### config.mk
export PLATFORM = sky130hd
export DESIGN_NAME = sample_history_plausibility_check
export DESIGN_NICKNAME = d
export VERILOG_FILES = /design/src/hdl/shpc_pkg.sv /design/src/hdl/shpc_ram.sv /design/src/hdl/shpc_datapath.sv /design/src/hdl/shpc_ctrl.sv /design/src/hdl/sample_history_plausibility_check.sv
export SDC_FILE = /design/constraint.sdc
export NUM_CORES = 1
export LEC_CHECK = 0
export BUFFER_PORTS_ARGS = -buffer_cell sky130_fd_sc_hd__buf_2
export CAP_MARGIN = 20
export CORE_ASPECT_RATIO = 1.75
export CORE_UTILIZATION = 64
export CTS_BUF_LIST = sky130_fd_sc_hd__clkbuf_8
export CTS_CLUSTER_DIAMETER = 30
export DETAILED_ROUTE_END_ITERATION = 16
export GPL_TIMING_DRIVEN = 0
export PLACE_DENSITY = 0.81
export SKIP_LAST_GASP = 1
export SYNTH_ARGS = -nofsm -noshare
export SYNTH_HDL_FRONTEND = slang
export SYNTH_HIERARCHICAL = 1
export SYNTH_SLANG_ARGS = --single-unit
### constraint.sdc
create_clock -name i_clk -period 5.4 [get_ports i_clk]
set_clock_uncertainty 0.05 [all_clocks]
set_input_delay 0.27 -clock i_clk [delete_from_list [all_inputs] [get_ports i_clk]]
set_output_delay 0.27 -clock i_clk [all_outputs]
set_load 0.01 [all_outputs]
### src/hdl/shpc_pkg.sv
// Package: widths, item types and controller-to-datapath command for the history check
package shpc_pkg;

    // History size and derived widths
    localparam int HISTORY_DEPTH = 8;
    localparam int VAL_W         = 11;
    localparam int CHG_W         = 10;
    localparam int PTR_W         = $clog2(HISTORY_DEPTH);
    localparam int CNT_W         = $clog2(HISTORY_DEPTH + 1);
    localparam int SUM_W         = $clog2((HISTORY_DEPTH - 1) * ((1 << VAL_W) - 1) + 1);
    localparam int STEP_W        = $clog2(SUM_W);

    // Fixed values
    localparam logic [VAL_W-1:0] SOC_LIMIT    = VAL_W'(1000);
    localparam logic [CHG_W-1:0] CHANGE_RESET = CHG_W'(50);

    // Item kinds
    localparam logic KIND_SAMPLE = 1'b0;
    localparam logic KIND_CLEAR  = 1'b1;

    typedef struct packed {
        logic             kind;
        logic [VAL_W-1:0] sample_value;
    } t_in_item;

    typedef struct packed {
        logic             plausible;
        logic [VAL_W-1:0] max_step;
        logic [VAL_W-1:0] mean_step;
        logic [CNT_W-1:0] fill_count;
    } t_out_item;

    // Commands from the controller to the datapath
    typedef struct packed {
        logic             accept;
        logic [PTR_W-1:0] rd_addr;
        logic             chk_en;
        logic             st_en;
        logic             st_first;
        logic             we;
        logic [PTR_W-1:0] waddr;
        logic             div_load;
        logic             div_step;
        logic             load_out;
        logic [CNT_W-1:0] divisor;
        logic [CNT_W-1:0] fill_count;
    } t_dp_cmd;

    function automatic logic [VAL_W-1:0] abs_diff(input logic [VAL_W-1:0] a,
                                                   input logic [VAL_W-1:0] b);
        abs_diff = (a >= b) ? (a - b) : (b - a);
    endfunction

endpackage

### src/hdl/shpc_ram.sv
// Generic single-write, single-read RAM with registered read data
module shpc_ram #(
    parameter int WIDTH = 11,
    parameter int DEPTH = 8
) (
    input  logic                     i_clk,
    input  logic                     i_we,
    input  logic [$clog2(DEPTH)-1:0] i_waddr,
    input  logic [WIDTH-1:0]         i_wdata,
    input  logic [$clog2(DEPTH)-1:0] i_raddr,
    output logic [WIDTH-1:0]         o_rdata
);

    logic [WIDTH-1:0] r_mem [DEPTH];
    logic [WIDTH-1:0] r_rdata;

    // Write port and registered read port
    always_ff @(posedge i_clk) begin
        if (i_we) begin
            r_mem[i_waddr] <= i_wdata;
        end
        r_rdata <= r_mem[i_raddr];
    end

    assign o_rdata = r_rdata;

endmodule

### src/hdl/shpc_datapath.sv
// Datapath: history RAM, jump check, neighbor statistics, divider and result register
module shpc_datapath (
    input  logic                    i_clk,
    input  logic                    i_rst_n,
    input  shpc_pkg::t_in_item      i_in,
    input  logic                    i_cfg_we,
    input  logic [shpc_pkg::CHG_W-1:0] i_cfg_wdata,
    input  shpc_pkg::t_dp_cmd       i_cmd,
    output shpc_pkg::t_out_item     o_out
);
    import shpc_pkg::*;

    logic [CHG_W-1:0] r_max_change;
    logic [VAL_W-1:0] r_sample;
    logic             r_ok;
    logic [VAL_W-1:0] r_prev;
    logic [VAL_W-1:0] r_max;
    logic [SUM_W-1:0] r_sum;
    logic [CNT_W-1:0] r_rem;
    logic [SUM_W-1:0] r_quo;
    t_out_item        r_out;

    logic [VAL_W-1:0] rdata;
    logic [VAL_W-1:0] chk_diff;
    logic [VAL_W-1:0] nb_diff;
    logic [CNT_W:0]   div_trial;
    logic [CNT_W:0]   div_sub;
    logic             div_ge;

    // History store
    shpc_ram #(
        .WIDTH (VAL_W),
        .DEPTH (HISTORY_DEPTH)
    ) u_ram (
        .i_clk   (i_clk),
        .i_we    (i_cmd.we),
        .i_waddr (i_cmd.waddr),
        .i_wdata (r_sample),
        .i_raddr (i_cmd.rd_addr),
        .o_rdata (rdata)
    );

    // Compare against the new sample and against the previous neighbor
    assign chk_diff  = abs_diff(r_sample, rdata);
    assign nb_diff   = abs_diff(rdata, r_prev);

    // One restoring division step
    assign div_trial = {r_rem, r_quo[SUM_W-1]};
    assign div_ge    = (div_trial >= {1'b0, i_cmd.divisor});
    assign div_sub   = div_trial - {1'b0, i_cmd.divisor};

    // Hold the change limit
    always_ff @(posedge i_clk) begin
        if (!i_rst_n) begin
            r_max_change <= CHANGE_RESET;
        end else if (i_cfg_we) begin
            r_max_change <= i_cfg_wdata;
        end
    end

    // Capture the item, judge it, gather statistics and divide
    always_ff @(posedge i_clk) begin
        if (i_cmd.accept) begin
            r_sample <= i_in.sample_value;
            r_ok     <= (i_in.kind == KIND_CLEAR) || (i_in.sample_value <= SOC_LIMIT);
            r_max    <= '0;
            r_sum    <= '0;
            r_quo    <= '0;
        end else begin
            if (i_cmd.chk_en && (chk_diff > {1'b0, r_max_change})) begin
                r_ok <= 1'b0;
            end
            if (i_cmd.st_en) begin
                r_prev <= rdata;
                if (!i_cmd.st_first) begin
                    if (nb_diff > r_max) begin
                        r_max <= nb_diff;
                    end
                    r_sum <= r_sum + SUM_W'(nb_diff);
                end
            end
            if (i_cmd.div_load) begin
                r_rem <= '0;
                r_quo <= r_sum;
            end else if (i_cmd.div_step) begin
                r_rem <= div_ge ? div_sub[CNT_W-1:0] : div_trial[CNT_W-1:0];
                r_quo <= {r_quo[SUM_W-2:0], div_ge};
            end
        end
    end

    // Load the result register
    always_ff @(posedge i_clk) begin
        if (i_cmd.load_out) begin
            r_out.plausible  <= r_ok;
            r_out.max_step   <= r_max;
            r_out.mean_step  <= r_quo[VAL_W-1:0];
            r_out.fill_count <= i_cmd.fill_count;
        end
    end

    assign o_out = r_out;

endmodule

### src/hdl/shpc_ctrl.sv
// Controller: sequences judge, write or fill, statistics walk, divide and result hand-off
module shpc_ctrl (
    input  logic              i_clk,
    input  logic              i_rst_n,
    input  logic              i_in_valid,
    input  logic              i_in_kind,
    output logic              o_in_stall,
    output logic              o_out_valid,
    input  logic              i_out_stall,
    output shpc_pkg::t_dp_cmd o_cmd
);
    import shpc_pkg::*;

    typedef enum logic [6:0] {
        S_IDLE  = 7'b0000001,
        S_JUDGE = 7'b0000010,
        S_WRITE = 7'b0000100,
        S_FILL  = 7'b0001000,
        S_STATS = 7'b0010000,
        S_DIV   = 7'b0100000,
        S_OUT   = 7'b1000000
    } t_state;

    t_state            r_state, n_state;
    logic [CNT_W-1:0]  r_idx, n_idx;
    logic              r_pend, n_pend;
    logic              r_first, n_first;
    logic [PTR_W-1:0]  r_wp, n_wp;
    logic [CNT_W-1:0]  r_count, n_count;
    logic [STEP_W-1:0] r_step, n_step;
    logic              r_out_valid, n_out_valid;

    logic              issue;
    logic              out_free;

    assign issue    = (r_idx < r_count);
    assign out_free = !r_out_valid || !i_out_stall;

    // Next state and commands
    always_comb begin
        n_state        = r_state;
        n_idx          = r_idx;
        n_pend         = r_pend;
        n_first        = r_first;
        n_wp           = r_wp;
        n_count        = r_count;
        n_step         = r_step;
        n_out_valid    = r_out_valid && i_out_stall;
        o_cmd          = '0;
        o_cmd.rd_addr  = r_idx[PTR_W-1:0];
        o_cmd.waddr    = r_wp;
        o_cmd.st_first = r_first;
        o_cmd.divisor  = r_count - 1'b1;
        o_cmd.fill_count = r_count;
        case (r_state)
            S_IDLE: begin
                if (i_in_valid) begin
                    o_cmd.accept = 1'b1;
                    n_idx        = '0;
                    n_pend       = 1'b0;
                    n_state      = (i_in_kind == KIND_CLEAR) ? S_FILL : S_JUDGE;
                end
            end
            S_JUDGE: begin
                // walk valid entries, read data returns in the following cycle
                o_cmd.chk_en = r_pend;
                n_pend       = issue;
                if (issue) begin
                    n_idx = r_idx + 1'b1;
                end else if (!r_pend) begin
                    n_state = S_WRITE;
                end
            end
            S_WRITE: begin
                o_cmd.we = 1'b1;
                n_wp     = (r_wp == PTR_W'(HISTORY_DEPTH - 1)) ? '0 : r_wp + 1'b1;
                if (r_count < CNT_W'(HISTORY_DEPTH)) begin
                    n_count = r_count + 1'b1;
                end
                n_idx   = '0;
                n_pend  = 1'b0;
                n_state = S_STATS;
            end
            S_FILL: begin
                // sweep every entry with the fill value
                o_cmd.we    = 1'b1;
                o_cmd.waddr = r_idx[PTR_W-1:0];
                if (r_idx == CNT_W'(HISTORY_DEPTH - 1)) begin
                    n_wp    = '0;
                    n_count = CNT_W'(HISTORY_DEPTH);
                    n_idx   = '0;
                    n_pend  = 1'b0;
                    n_state = S_STATS;
                end else begin
                    n_idx = r_idx + 1'b1;
                end
            end
            S_STATS: begin
                o_cmd.st_en = r_pend;
                n_pend      = issue;
                n_first     = (r_idx == '0);
                if (issue) begin
                    n_idx = r_idx + 1'b1;
                end else if (!r_pend) begin
                    if (r_count < CNT_W'(2)) begin
                        n_state = S_OUT;
                    end else begin
                        o_cmd.div_load = 1'b1;
                        n_step         = '0;
                        n_state        = S_DIV;
                    end
                end
            end
            S_DIV: begin
                o_cmd.div_step = 1'b1;
                n_step         = r_step + 1'b1;
                if (r_step == STEP_W'(SUM_W - 1)) begin
                    n_state = S_OUT;
                end
            end
            S_OUT: begin
                // hand off once the result register is free
                if (out_free) begin
                    o_cmd.load_out = 1'b1;
                    n_out_valid    = 1'b1;
                    n_state        = S_IDLE;
                end
            end
            default: begin
                n_state = S_IDLE;
            end
        endcase
    end

    // Control registers
    always_ff @(posedge i_clk) begin
        if (!i_rst_n) begin
            r_state     <= S_IDLE;
            r_idx       <= '0;
            r_pend      <= 1'b0;
            r_first     <= 1'b0;
            r_wp        <= '0;
            r_count     <= '0;
            r_step      <= '0;
            r_out_valid <= 1'b0;
        end else begin
            r_state     <= n_state;
            r_idx       <= n_idx;
            r_pend      <= n_pend;
            r_first     <= n_first;
            r_wp        <= n_wp;
            r_count     <= n_count;
            r_step      <= n_step;
            r_out_valid <= n_out_valid;
        end
    end

    assign o_in_stall  = (r_state != S_IDLE);
    assign o_out_valid = r_out_valid;

endmodule

### src/hdl/sample_history_plausibility_check.sv
// Top level: state-of-charge sample plausibility check over a ring history
//
//   channel  direction  handshake                payload
//   in       input      i_in_valid / o_in_stall  i_in  (kind, sample_value)
//   out      output     o_out_valid / i_out_stall o_out (plausible, max_step,
//                                                        mean_step, fill_count)
//   cfg      input      i_cfg_we                 i_cfg_wdata (max_change)
//
// One item at a time. A sample item walks its n stored entries to judge it, is
// written, walks the n' entries after the write for statistics and divides; a sample
// into an empty history skips the divide; a clear item fills every entry first. The
// time is set by the single read port of the history RAM, walked once to judge and
// once for statistics, and by the one-bit-per-cycle divider (14 steps).
// Reset clears pointer, count and result valid; the history RAM is not cleared.
// A result waits in the output register while the next item is taken and worked on;
// only its final hand-off waits for the output side to stop stalling.
module sample_history_plausibility_check (
    input  logic                       i_clk,
    input  logic                       i_rst_n,
    input  logic                       i_in_valid,
    output logic                       o_in_stall,
    input  shpc_pkg::t_in_item         i_in,
    output logic                       o_out_valid,
    input  logic                       i_out_stall,
    output shpc_pkg::t_out_item        o_out,
    input  logic                       i_cfg_we,
    input  logic [shpc_pkg::CHG_W-1:0] i_cfg_wdata
);
    import shpc_pkg::*;

    t_dp_cmd cmd;

    // Sequencer
    shpc_ctrl u_ctrl (
        .i_clk       (i_clk),
        .i_rst_n     (i_rst_n),
        .i_in_valid  (i_in_valid),
        .i_in_kind   (i_in.kind),
        .o_in_stall  (o_in_stall),
        .o_out_valid (o_out_valid),
        .i_out_stall (i_out_stall),
        .o_cmd       (cmd)
    );

    // History, arithmetic and result register
    shpc_datapath u_dp (
        .i_clk       (i_clk),
        .i_rst_n     (i_rst_n),
        .i_in        (i_in),
        .i_cfg_we    (i_cfg_we),
        .i_cfg_wdata (i_cfg_wdata),
        .i_cmd       (cmd),
        .o_out       (o_out)
    );

endmodule

# == After elaboration in Yosys (flattened, before gate mapping) ==
# Memories as Yosys holds them, arrays and structs flattened. A register that Yosys moved wholly into a read port is not among the register bits.
# Index checks and enable logic that the tools add are counted.
# classes
add_sub_neg,11
magnitude_cmp,9
n_eq_ne,22
mux,53
n_bitwise,2
n_reduce_logical,24
# ops
cell,n
$mux 7,9
$pmux 7 s7,1
$mux 4,11
$sub 11x11->11,4
$mux 14,2
$ge 11x11->1,2
$mux 11,2
$mux 1,20
$pmux 4 s2,2
$pmux 4 s4,1
$add 14x11->14,1
$add 4x1->4 const B,3
$ne 2x2->1 const B,6
$reduce_and 3->1,4
$gt 11x10->1,1
$gt 11x11->1,1
$le 11x10->1 const B,1
$ne 2x1->1 const B,5
$mux 3,3
$reduce_and 2->1,4
$reduce_and 8->1,1
$reduce_bool 2->1,4
$eq 7x1->1 const B,1
$eq 7x2->1 const B,1
other kinds (26),31
# word_totals
ff_bits,128
ramBits,88
in_bits,27
word_cells,142
mem_count,1
# memory_table
name,depth,width,rd,rd_clocked_by_memory_dff,wr,line_no,text
u_dp.u_ram.r_mem,8,11,1,1,1,shpc_ram.sv:14,logic [WIDTH-1:0] r_mem [DEPTH];

# == Longest topological paths before layout ==
# Gate-level depths: netlist of the first run.
# depth
word_depth,7
ltp_mapped,19
depth_no_buf,18

# == Hierarchy ==
# The synthesis of the first run kept the hierarchy.
# by_module_without_submodules
module,instances,cells_each,area_each_um2,seq_area_each_um2
shpc_datapath,1,704,6762.7,2602.5
shpc_ram,1,150,3657.3,2862.7
shpc_ctrl,1,211,1704.1,500.5

# == Least setup slack after synthesis of the first run ==
# Ideal clock, no wire load.
# synth_path
path_kind,register to register
start,register u_dp.r_prev[9]
end,register u_dp.r_max[7]
setup_time_ns,0.116
arrival_ns,3.663
t_required_ns,5.234
setup_slack_ns,1.571
stages_incl_launch_ff,18
path_buffers,2
cell_sequence,edfxtp_1 inv_1 ha_1 buf_2 nand4_1 o31a_1 o21ai_2 a31oi_4 mux2i_1 xnor2_1 ha_1 a2111oi_0 a21oi_1 a22o_1 clkinv_1 buf_1 nand2_1 o211a_1
# synth_via
elab_chain_cells,4
# synth_lines
item,line_no,text
start: declaration,shpc_datapath.sv:16,logic [VAL_W-1:0] r_prev;
start signal: assignment,shpc_datapath.sv:74,r_prev <= rdata;
$ge 11x11->1,shpc_pkg.sv:51,abs_diff = (a >= b) ? (a - b) : (b - a);
$mux 11,shpc_pkg.sv:51,
via u_dp.nb_diff[3],shpc_datapath.sv:25,logic [VAL_W-1:0] nb_diff;
$gt 11x11->1,shpc_datapath.sv:76,if (nb_diff > r_max) begin
$reduce_and 3->1 (no line),--,
end signal: assignment,shpc_datapath.sv:77,r_max <= nb_diff;
end: declaration,shpc_datapath.sv:17,logic [VAL_W-1:0] r_max;
# The timed path passes the listed nets, and every way through them passes these cells.
# A chain may end at the register's enable or synchronous reset.

# == Worst setup path in the final report of the first run ==
# layout_path
start,register u_dp.u_ram.r_rdata[1] (netlist: u_dp/u_ram/o_rdata[1]) (read register of u_dp.u_ram.r_mem)
end,register u_dp.r_max[3]
# layout_via
elab_chain_cells,4
# layout_lines
item,line_no,text
start: declaration,shpc_ram.sv:15,logic [WIDTH-1:0] r_rdata;
$sub 11x11->11 or $ge 11x11->1 (tied branches),shpc_pkg.sv:51,
$mux 11 (*),shpc_pkg.sv:51,
via u_dp.nb_diff[10],shpc_datapath.sv:25,
$gt 11x11->1 (*),shpc_datapath.sv:76,
$reduce_and 3->1 (no line) (*),--,
# Mark *: on every way through the listed nets, which the timed path passes. The rest lies on a longest branch.

==> impl_metrics.env, run 1 <==
export IMPL_status="finished, final reports clean"
export IMPL_async_flop_share=0
export IMPL_numCtsBuffers=36
export IMPL_dr_pass1_iters=5
export IMPL_cts_clk_slew_worst_paths_ps=60
export IMPL_syn_inst=1065
export IMPL_place_gp_congestion=0.9503
export IMPL_r2r_end="u_dp/r_max[3]"
export IMPL_port_buffers=55
export IMPL_crit_type="flip-flop to flip-flop"
export IMPL_max_freq_ghz=0.2068
export IMPL_syn_cell_area_um2=12120
export IMPL_syn_area_per_cell_um2=11.38
export IMPL_routed_top_layer="met4"
export IMPL_finalHoldViolations=0
export IMPL_syn_nets=1187
export IMPL_rr_startpoint="u_dp/u_ram/o_rdata[1]"
export IMPL_timing_final_crit_share=0.8953
export IMPL_fin_setup_tns_ps=0
export IMPL_drt_vias_per_instance=6.006
export IMPL_first_global_vias=8909
export IMPL_routed_wl_mm=27.27
export IMPL_multi_input_comb_area_um2=5582
export IMPL_dp_cells=1363
export IMPL_std_cell_rows=66
export IMPL_wl_met3_um=864
export IMPL_grtUsageTotal=0.2890
export IMPL_cap_violations=0
export IMPL_p_sw_mw=2.036
export IMPL_core_area_um2=18580
export IMPL_syn2layout_area_growth_pct=12.64
export IMPL_setup_violations=0
export IMPL_ys_types=87
export IMPL_slew_violations=0
export IMPL_swShare=0.3583
export IMPL_power_mw=5.683
export IMPL_cts_root_buf="clkbuf_8"
export IMPL_peakVddDrop_mv=0.2922
export IMPL_ys_seq_area_frac=0.4921
export IMPL_start_kind="flip-flop"
export IMPL_n_fill_cell=1350
export IMPL_cts_tree="built"
export IMPL_combPwrFrac=0.378
export IMPL_clock_latency_ps=520
export IMPL_wl_met2_mm=15.10
export IMPL_ys_warn_count=6
export IMPL_grt_pass1_wl_mm=43.22
export IMPL_num_vias=8697
export IMPL_instances_no_fill=1448
export IMPL_worstHoldPathType="input port to flip-flop"
export IMPL_cp_end_kind="flip-flop"
export IMPL_ys_ff_latch=227
export IMPL_reg2reg_depth=14
export IMPL_ant_nets=0
export IMPL_cts_buffer_depth=3
export IMPL_synth_edf_count=142
export IMPL_ff2ff_setup_slack_ps=570
export IMPL_dieWidth_um=106.0
export IMPL_hp_start="i_cfg_wdata[8]"
export IMPL_drt_iter0_markers=407
export IMPL_io_pins=56
export IMPL_drc=0
export IMPL_arrival_ps=5180
export IMPL_cellPowerDensity_nw_per_um2=416.2
export IMPL_synth_area_leader_cell="edfxtp_1"
export IMPL_whs_path_depth=3
export IMPL_initial_utilization=0.6525
export IMPL_drive_gt1_frac=0.1463
export IMPL_dp_hpwl_mm=19.94
export IMPL_nets=1306
export IMPL_seqPwrFrac=0.373
export IMPL_min_to="u_dp/r_max_change[8]"
export IMPL_wl_met1_mm=9.768
export IMPL_htree_levels=2
export IMPL_yosysMostFrequentCell="edfxtp_1"
export IMPL_yosysTopAreaCellShare=0.3517
export IMPL_leakage_nw=5.482
export IMPL_final_min_clock_period_ps=4835
export IMPL_synthTopCellsByArea="edfxtp_1, dfxtp_1, ha_1, mux4_1, mux2i_1"
export IMPL_grt_max_degree=28
export IMPL_p_int_mw=3.647
export IMPL_overflow=0
export IMPL_wl_per_cell_um=18.83
export IMPL_synth_common_cells="edfxtp_1, ha_1, nor2_1"
export IMPL_antenna_found_initial=0
export IMPL_slew_headroom=0.3606
export IMPL_pwr_share_clk=0.249
export IMPL_die_area_um2=19520
export IMPL_cts_sinks=227
export IMPL_rsz0062_at_grt="no"
export IMPL_die_y_um=184.1
export IMPL_worstPathRequired_ps=5740
export IMPL_cp_max_fo=10
export IMPL_final_seq_area_um2=5966
export IMPL_synthFlopType="edfxtp_1"
export IMPL_startpoint="u_dp/u_ram/o_rdata[1]"
export IMPL_cts_setup_buffers=0
export IMPL_diodes=0
export IMPL_tightest_slew_ps=957.0
cells in the final DEF, fill, tap and decap left out, types with 6 or more instances in the layout:
cell type      synthesis  routed
a211oi_1              11      11
a21o_1                14      14
a21oi_1               71      70
buf_1                  6       6
buf_2                  4      59
buf_4                  4      12
buf_6                  6       8
clkbuf_1              24      24
clkbuf_8               0      40
dfxtp_1               85      85
dlygate4sd3_1          0      16
edfxtp_1             142     142
fa_1                   6       6
ha_1                  89      89
inv_1                 83      93
mux2_2                17      17
mux2i_1               37      37
mux4_1                22      22
nand2_1               61      61
nand2b_1              13      13
nand3_1               21      21
nand4_1                9       9
nor2_1                88      88
nor2b_1               22      22
nor3_1                21      19
o21a_1                16      16
o21ai_0               34      34
or3_1                  7       7
xnor2_1               21      21
xor2_1                 8       8
logic make-up (layout without fill, tap and decap cells):
group | count (synthesis) | after routing | synth area share
AO/OA/AOI/OAI | 222 | 222 | 0.1235
multiplexers | 76 | 76 | 0.09401
buffers and inverters | 131 | 276 | 0.04933
adder cells (fa/ha/maj) | 95 | 95 | 0.1018
flip-flops | 227 | 227 | 0.4921
XOR/XNOR | 29 | 29 | 0.02095
AND/OR/NAND/NOR | 285 | 285 | 0.1184
registers in the layout, summed over array words and instances (netlist names), 10 cells and up:
name                cells
u_dp/u_ram/o_rdata     11
u_dp/r_sum             14
u_dp/r_max_change      10
u_dp/r_quo             14
u_dp/r_max             11
u_dp/r_sample          11
u_dp/o_out             27
u_dp/u_ram/r_mem       88
u_dp/r_prev            11
worst max-delay path by stage:
stage	endpoint
after floorplan	u_dp/r_max[7]
after global placement	u_dp/r_max[8]
after detailed placement	u_dp/r_max[3]
after CTS	u_dp/r_max[3]
after global routing	u_dp/r_max[10]
final	u_dp/r_max[3]
worst max-delay path, cell delays in order (launching register included):
cell	delay [ps]
dfxtp_1	560
ha_1	350
nor2b_1	170
o21ai_1	190
nand3_1	210
a31oi_4	420
mux2i_1	150
xnor2_1	570
ha_1	380
and4_1	230
a31oi_1	220
a22o_1	350
clkinv_1	300
buf_1	290
o211a_1	270
per-layer routing:
layer / vias to the layer above / track usage
met5: - / 0
met4: 0 / 0.1744
met3: 91 / 0.03297
met2: 252 / 0.5644
met1: 4196 / 0.2853
li1: 4158 / -
power by group through the flow:
| stage | Sequential (mW) | Clock [mW] | Combinational [mW] |
|---|---|---|---|
| 2_1_floorplan | 2.11 | 0 | 1.60 |
| 5_1_grt | 2.13 | 1.51 | 2.38 |
| 6_report | 2.12 | 1.42 | 2.15 |
| 3_3_place_gp | 2.15 | 0 | 2.05 |
| 4_1_cts | 2.12 | 1.44 | 2.12 |
| 3_5_place_dp | 2.16 | 0 | 2.10 |
layout make-up:
class	count	area share
Timing Repair Buffer	81	0.03793
Inverter	84	0.02309
Multi-Input combinational cell	707	0.4087
Sequential cell	227	0.4368
Clock buffer	40	0.04031
Tap cell	238	0.02180
Clock inverter	24	0.01063
Buffer	47	0.02071
metrics by stage:
step / area, um^2 / utilization / setup WS (ps) / hold slack [ps]
floorplan: 12120 / - / 1571 / 318.9
global placement: 12700 / 0.6834 / 761.3 / 364.1
detailed placement: 12760 / 0.6869 / 772.0 / 366.1
CTS: 13620 / 0.7330 / 676.1 / 8.864
global route: 13660 / 0.7350 / 363.2 / 19.17
finish: 13660 / 0.7350 / 565.3 / 18.37
what timing repair did:
item,4_1_cts,5_1_grt
resized for setup,0,0
hold buffers,16,0
hold endpoints to repair,16,0
Power figures use the tool's default switching activity.
==> run 2: changes to the inputs <==
CORE_UTILIZATION = 62   (was 64)
CTS_BUF_LIST = unset   (was sky130_fd_sc_hd__clkbuf_8)
PLACE_DENSITY = 0.78   (was 0.81)
==> impl_metrics.env, run 2 (same netlist as run 1, synthesis figures left out) <==
export IMPL_std_cell_rows=67
export IMPL_setup_violations=0
export IMPL_syn2layout_area_growth_pct=16.14
export IMPL_p_int_mw=4.030
export IMPL_die_area_um2=20140
export IMPL_cts_buffer_depth=3
export IMPL_cp_max_fo=10
export IMPL_routed_wl_mm=27.36
export IMPL_overflow=0
export IMPL_leakage_nw=5.605
export IMPL_nets=1306
export IMPL_mostFrequentLayoutCells="edfxtp_1, ha_1, nor2_1"
export IMPL_finalHoldViolations=0
export IMPL_htree_levels=1
export IMPL_power_mw=6.256
export IMPL_reg2reg_depth=14
export IMPL_status="finished, final reports clean"
export IMPL_peakVddDrop_mv=0.3805
export IMPL_cts_clk_slew_worst_paths_ps=60
export IMPL_max_freq_ghz=0.2079
export IMPL_num_vias=8659
export IMPL_dr_pass1_iters=5
export IMPL_drt_iter0_markers=451
export IMPL_cellPowerDensity_nw_per_um2=444.3
export IMPL_seqPwrFrac=0.338
export IMPL_drive_gt1_frac=0.1483
export IMPL_cts_hold_repair_buffers=23
export IMPL_cts_setup_buffers=0
export IMPL_core_area_um2=19110
export IMPL_start_kind="flip-flop"
export IMPL_n_fill_cell=1315
export IMPL_cts_tree="built"
export IMPL_ff2ff_setup_slack_ps=590
export IMPL_regMostFlops="u_dp/u_ram/r_mem"
export IMPL_rr_startpoint="u_dp/u_ram/o_rdata[10]"
export IMPL_rsz0062_at_grt="no"
export IMPL_final_min_clock_period_ps=4810
export IMPL_wl_per_cell_um=18.89
export IMPL_io_pins=56
export IMPL_crit_type="flip-flop to flip-flop"
export IMPL_cp_end_kind="flip-flop"
export IMPL_worstHoldPathType="input port to flip-flop"
export IMPL_cts_root_buf="clkbuf_16"
export IMPL_cap_violations=0
export IMPL_grt_max_degree=28
export IMPL_port_buffers=55
export IMPL_initial_utilization=0.6343
export IMPL_grt_pass1_wl_mm=42.90
export IMPL_combPwrFrac=0.347
export IMPL_cts_resized_gates=0
export IMPL_grtUsageTotal=0.2765
export IMPL_worstPathRequired_ps=5790
export IMPL_slew_violations=0
export IMPL_drc=0
export IMPL_ant_nets=0
export IMPL_hp_start="i_cfg_we"
export IMPL_cts_sinks=227
export IMPL_drt_vias_per_instance=5.980
export IMPL_first_global_vias=8695
export IMPL_dp_hpwl_mm=20.01
export IMPL_antenna_found_initial=0
export IMPL_slew_headroom=0.2662
export IMPL_p_sw_mw=2.226
export IMPL_die_y_um=187.0
export IMPL_largest_register_ffs=88
export IMPL_swShare=0.3558
export IMPL_whs_path_depth=3
export IMPL_clock_latency_ps=550
export IMPL_diodes=0
export IMPL_timing_final_crit_share=0.8907
export IMPL_dieWidth_um=107.7
export IMPL_place_gp_congestion=0.9244
export IMPL_tightest_slew_ps=1098
export IMPL_arrival_ps=5200
export IMPL_numCtsBuffers=30
export IMPL_min_to="u_dp/r_max_change[0]"
export IMPL_fin_setup_tns_ps=0
export IMPL_layout_commonest_cell="edfxtp_1"
export IMPL_r2r_end="u_dp/r_max[7]"
export IMPL_pwr_share_clk=0.315
run 2: routing by layer:
layer,global-route usage,part of all wire
met4,0.1512,0.048
met3,0.03449,0.041
met2,0.5222,0.55
met1,0.2871,0.36
met5,0,0
run 2: power by group through the flow:
stage	combinational [mW]	sequential (mW)	clock (mW)
2_1_floorplan	1.60	2.11	0
3_3_place_gp	2.06	2.15	0
3_5_place_dp	2.12	2.16	0
4_1_cts	2.15	2.12	2.01
5_1_grt	2.38	2.13	2.07
6_report	2.17	2.12	1.97
run 2: critical path: stages, from the launching register on:
cell and delay (ps):
dfxtp_1 490, ha_1 360, a21oi_1 240, o31a_1 310
o21ai_2 150, a31oi_4 360, mux2i_1 150, xnor2_1 530
ha_1 370, and4_1 240, a31oi_1 190, a22o_1 350
clkinv_1 320, buf_1 300, o211a_1 270
run 2: cell type report:
cell class              count  area, um^2  share of cell area
plain buffers              47       282.8             0.02008
multi-input cells         707        5582              0.3964
repair buffers             87       588.1             0.04176
clock buffers              32       779.5             0.05536
clock inverters            23       266.5             0.01893
inverters                  84       315.3             0.02239
well taps                 241       301.5             0.02141
flip-flops and latches    227        5966              0.4237
run 2: worst max-delay path by stage:
stage | cells past startpoint | end | startpoint
final | 14 | u_dp/r_max[7] | u_dp/u_ram/o_rdata[10]
after global routing | 14 | u_dp/r_max[1] | u_dp/u_ram/o_rdata[10]
after CTS | 14 | u_dp/r_max[1] | u_dp/u_ram/o_rdata[10]
after detailed placement | 14 | u_dp/r_max[1] | u_dp/u_ram/o_rdata[10]
after global placement | 14 | u_dp/r_max[10] | u_dp/u_ram/o_rdata[10]
after floorplan | 17 | u_dp/r_max[7] | u_dp/r_prev[9]
run 2: per-stage QoR:
step | cells | cell area, um^2 | worst slack (ps) | hold slack, ps | utilization
after floorplan | 1065 | 12120 | 1571 | 318.9 | -
after global placement | 1361 | 12700 | 710.5 | 365.5 | 0.6645
after detailed placement | 1366 | 12770 | 662.2 | 370.9 | 0.6680
after CTS | 1444 | 14040 | 631.7 | 21.25 | 0.7347
after global routing | 1448 | 14080 | 337.3 | 34.70 | 0.7367
final | 1448 | 14080 | 590.5 | 45.89 | 0.7367
==> run 3: changes to the inputs <==
CORE_ASPECT_RATIO = 0.5   (was 1.75)
SYNTH_HIERARCHICAL = unset   (was 1)
==> impl_metrics.env, run 3 <==
export IMPL_dieWidth_um=201.3
export IMPL_place_gp_congestion=0.9495
export IMPL_final_min_clock_period_ps=5016
export IMPL_diodes=0
export IMPL_wl_per_cell_um=19.53
export IMPL_syn_cell_area_um2=12310
export IMPL_start_kind="flip-flop"
export IMPL_ant_nets=0
export IMPL_initial_utilization=0.6328
export IMPL_drt_vias_per_instance=6.061
export IMPL_syn_inst=1126
export IMPL_routed_wl_mm=29.91
export IMPL_peakVddDrop_mv=0.3349
export IMPL_cellPowerDensity_nw_per_um2=387.7
export IMPL_syn_nets=1248
export IMPL_synth_edf_count=142
export IMPL_regMostFlops="u_dp.u_ram.r_mem"
export IMPL_layout_commonest_cell="edfxtp_1"
export IMPL_std_cell_rows=36
export IMPL_swShare=0.3300
export IMPL_critical_path_top_delay_family="compound AO/OA/AOI/OAI gates"
export IMPL_io_pins=56
export IMPL_final_util=0.7323
export IMPL_n_fill_cell=1348
export IMPL_cts_tree="built"
export IMPL_drc=0
export IMPL_syn_area_per_cell_um2=10.94
export IMPL_leakage_nw=5.490
export IMPL_synthTopCellsByArea="edfxtp_1, dfxtp_1, ha_1, mux4_2, nand2_1"
export IMPL_combPwrFrac=0.290
export IMPL_tightest_slew_ps=914.7
export IMPL_p_int_mw=3.702
export IMPL_dp_hpwl_mm=20.84
export IMPL_first_global_vias=8841
export IMPL_async_flop_share=0
export IMPL_timing_final_crit_share=0.9288
export IMPL_grt_max_degree=28
export IMPL_slew_violations=0
export IMPL_drive_gt1_frac=0.1518
export IMPL_ys_types=88
export IMPL_dr_pass1_iters=5
export IMPL_power_mw=5.525
export IMPL_cap_violations=0
export IMPL_critPathMaxStageDelay_ps=530
export IMPL_syn2layout_area_growth_pct=15.71
export IMPL_ys_seq_area_frac=0.4845
export IMPL_arrival_ps=5420
export IMPL_core_area_um2=19460
export IMPL_cp_max_fo=10
export IMPL_yosysTopAreaCellShare=0.3463
export IMPL_finalHoldViolations=0
export IMPL_cp_end_kind="flip-flop"
export IMPL_slew_headroom=0.3888
export IMPL_instances_no_fill=1531
export IMPL_hp_start="i_cfg_we"
export IMPL_numCtsBuffers=28
export IMPL_crit_chain="inv_1 -> fa_1 -> a21o_1 -> a221oi_2 -> o21bai_1 -> a21oi_1 -> mux2i_2 -> xor2_2 -> ha_1 -> a211oi_2 -> o21ai_0 -> nor4_2 -> or2_1 -> clkbuf_1 -> buf_2 -> nand3_1 -> o31ai_1"
export IMPL_grtUsageTotal=0.2912
export IMPL_rr_startpoint="u_dp.u_ram.o_rdata[1]"
export IMPL_ys_ff_latch=227
export IMPL_yosysMostFrequentCell="edfxtp_1"
export IMPL_clock_latency_ps=570
export IMPL_dp_worst_setup_slack_ps=97.86
export IMPL_ys_warn_count=0
export IMPL_cts_buffer_depth=3
export IMPL_critPathBufInv=3
export IMPL_port_buffers=54
export IMPL_die_area_um2=20460
export IMPL_grt_pass1_wl_mm=46.35
export IMPL_synth_common_cells="edfxtp_1, nand2_1, ha_1"
export IMPL_die_y_um=101.7
export IMPL_fin_hold_ws_ps=33.74
export IMPL_overflow=0
export IMPL_mostFrequentLayoutCells="edfxtp_1, nand2_1, ha_1"
export IMPL_crit_type="flip-flop to flip-flop"
export IMPL_setup_violations=0
export IMPL_antenna_found_initial=0
export IMPL_fin_ws_ps=384.5
export IMPL_worstHoldPathType="input port to flip-flop"
export IMPL_max_freq_ghz=0.1994
export IMPL_pwr_share_clk=0.349
export IMPL_seqPwrFrac=0.361
export IMPL_cts_clk_slew_worst_paths_ps=60
export IMPL_num_vias=9279
export IMPL_htree_levels=1
export IMPL_slowest_stage="fa_1"
export IMPL_synthFlopType="edfxtp_1"
export IMPL_largest_register_ffs=88
export IMPL_synth_area_leader_cell="edfxtp_1"
export IMPL_status="finished, final reports clean"
export IMPL_nets=1365
export IMPL_drt_iter0_markers=676
export IMPL_cts_sinks=227
export IMPL_cts_root_buf="clkbuf_16"
export IMPL_worstPathRequired_ps=5800
export IMPL_dp_cells=1447
export IMPL_startpoint="u_dp.u_ram.o_rdata[1]"
export IMPL_p_sw_mw=1.823
## run 3: cell count changes after synthesis, moves of 9 or more
cell       delta
o2111ai_1     +9
o211ai_1     +12
mux2_2       -15
mux4_2       +22
nand2_1      +46
mux4_1       -22
mux2i_1      -17
a21oi_1      -26
## run 3: power by group through the flow
stage | sequential [mW] | clock (mW) | combinational (mW)
after floorplan | 1.99 | 0 | 1.18
after global placement | 2.02 | 0 | 1.49
after detailed placement | 2.03 | 0 | 1.53
after CTS | 1.99 | 1.94 | 1.56
after global routing | 2.00 | 2.02 | 1.76
final | 2.00 | 1.93 | 1.60
## run 3: cell type report
class	instances	area [um^2]	share of cell area
clock buffer	34	753.2	0.05286
inverter	76	285.3	0.02002
sequential	227	5967	0.4188
multi-input combinational	772	5831	0.4092
buffer	51	266.5	0.01870
clock inverter	18	224.0	0.01572
tap	266	332.8	0.02336
timing repair buffer	87	589.3	0.04136
## run 3: worst reg2reg max path, cell delays in order, from the launching register on
cell      delay (ps)
dfxtp_2          440
inv_1            190
fa_1             530
a21o_1           240
a221oi_2         480
o21bai_1         120
a21oi_1          380
mux2i_2          160
xor2_2           260
ha_1             310
a211oi_2         220
o21ai_0          150
nor4_2           430
or2_1            160
clkbuf_1         310
buf_2            310
nand3_1          100
o31ai_1           90
## run 3: kinds of logic (layout without fill, tap and decap cells)
kind of cell / Yosys count / in the layout / share of synthesized area
XOR/XNOR: 33 / 33 / 0.02347
buffers and inverters: 127 / 266 / 0.04430
flip-flops: 227 / 227 / 0.4845
AND/OR/NAND/NOR: 345 / 345 / 0.1360
multiplexers: 44 / 44 / 0.05832
adder cells (fa/ha/maj): 95 / 95 / 0.1002
AO/OA/AOI/OAI: 255 / 255 / 0.1532
## run 3: final timing paths
path	cells past startpoint	slack, ps	end
min	3	30	u_dp.r_max_change[3]
min reg2reg	0	380	u_dp.o_out[2]
max reg2reg	17	380	u_dp.r_max[9]
max	17	380	u_dp.r_max[9]
## run 3: per-layer routing
metal | GRT usage | vias up | routed length (um)
li1 | - | 4384 | -
met1 | 0.4018 | 4500 | 13450
met2 | 0.4796 | 342 | 13830
met3 | 0.04923 | 53 | 1977
met4 | 0.08625 | 0 | 648
met5 | 0 | - | 0
## run 3: metrics by stage
step	TNS, ps	area (um^2)
detailed placement	0	12930
global route	-87.82	14250
floorplan	0	12310
finish	0	14250
CTS	0	14140
global placement	0	12920
## run 3: what timing repair did
action | 4_1_cts | 5_1_grt
setup buffers | 0 | 1
hold endpoints to repair | 23 | 0
hold buffers | 23 | 0
endpoints found under the setup margin | 0 | 11
gates resized for setup | 0 | 13
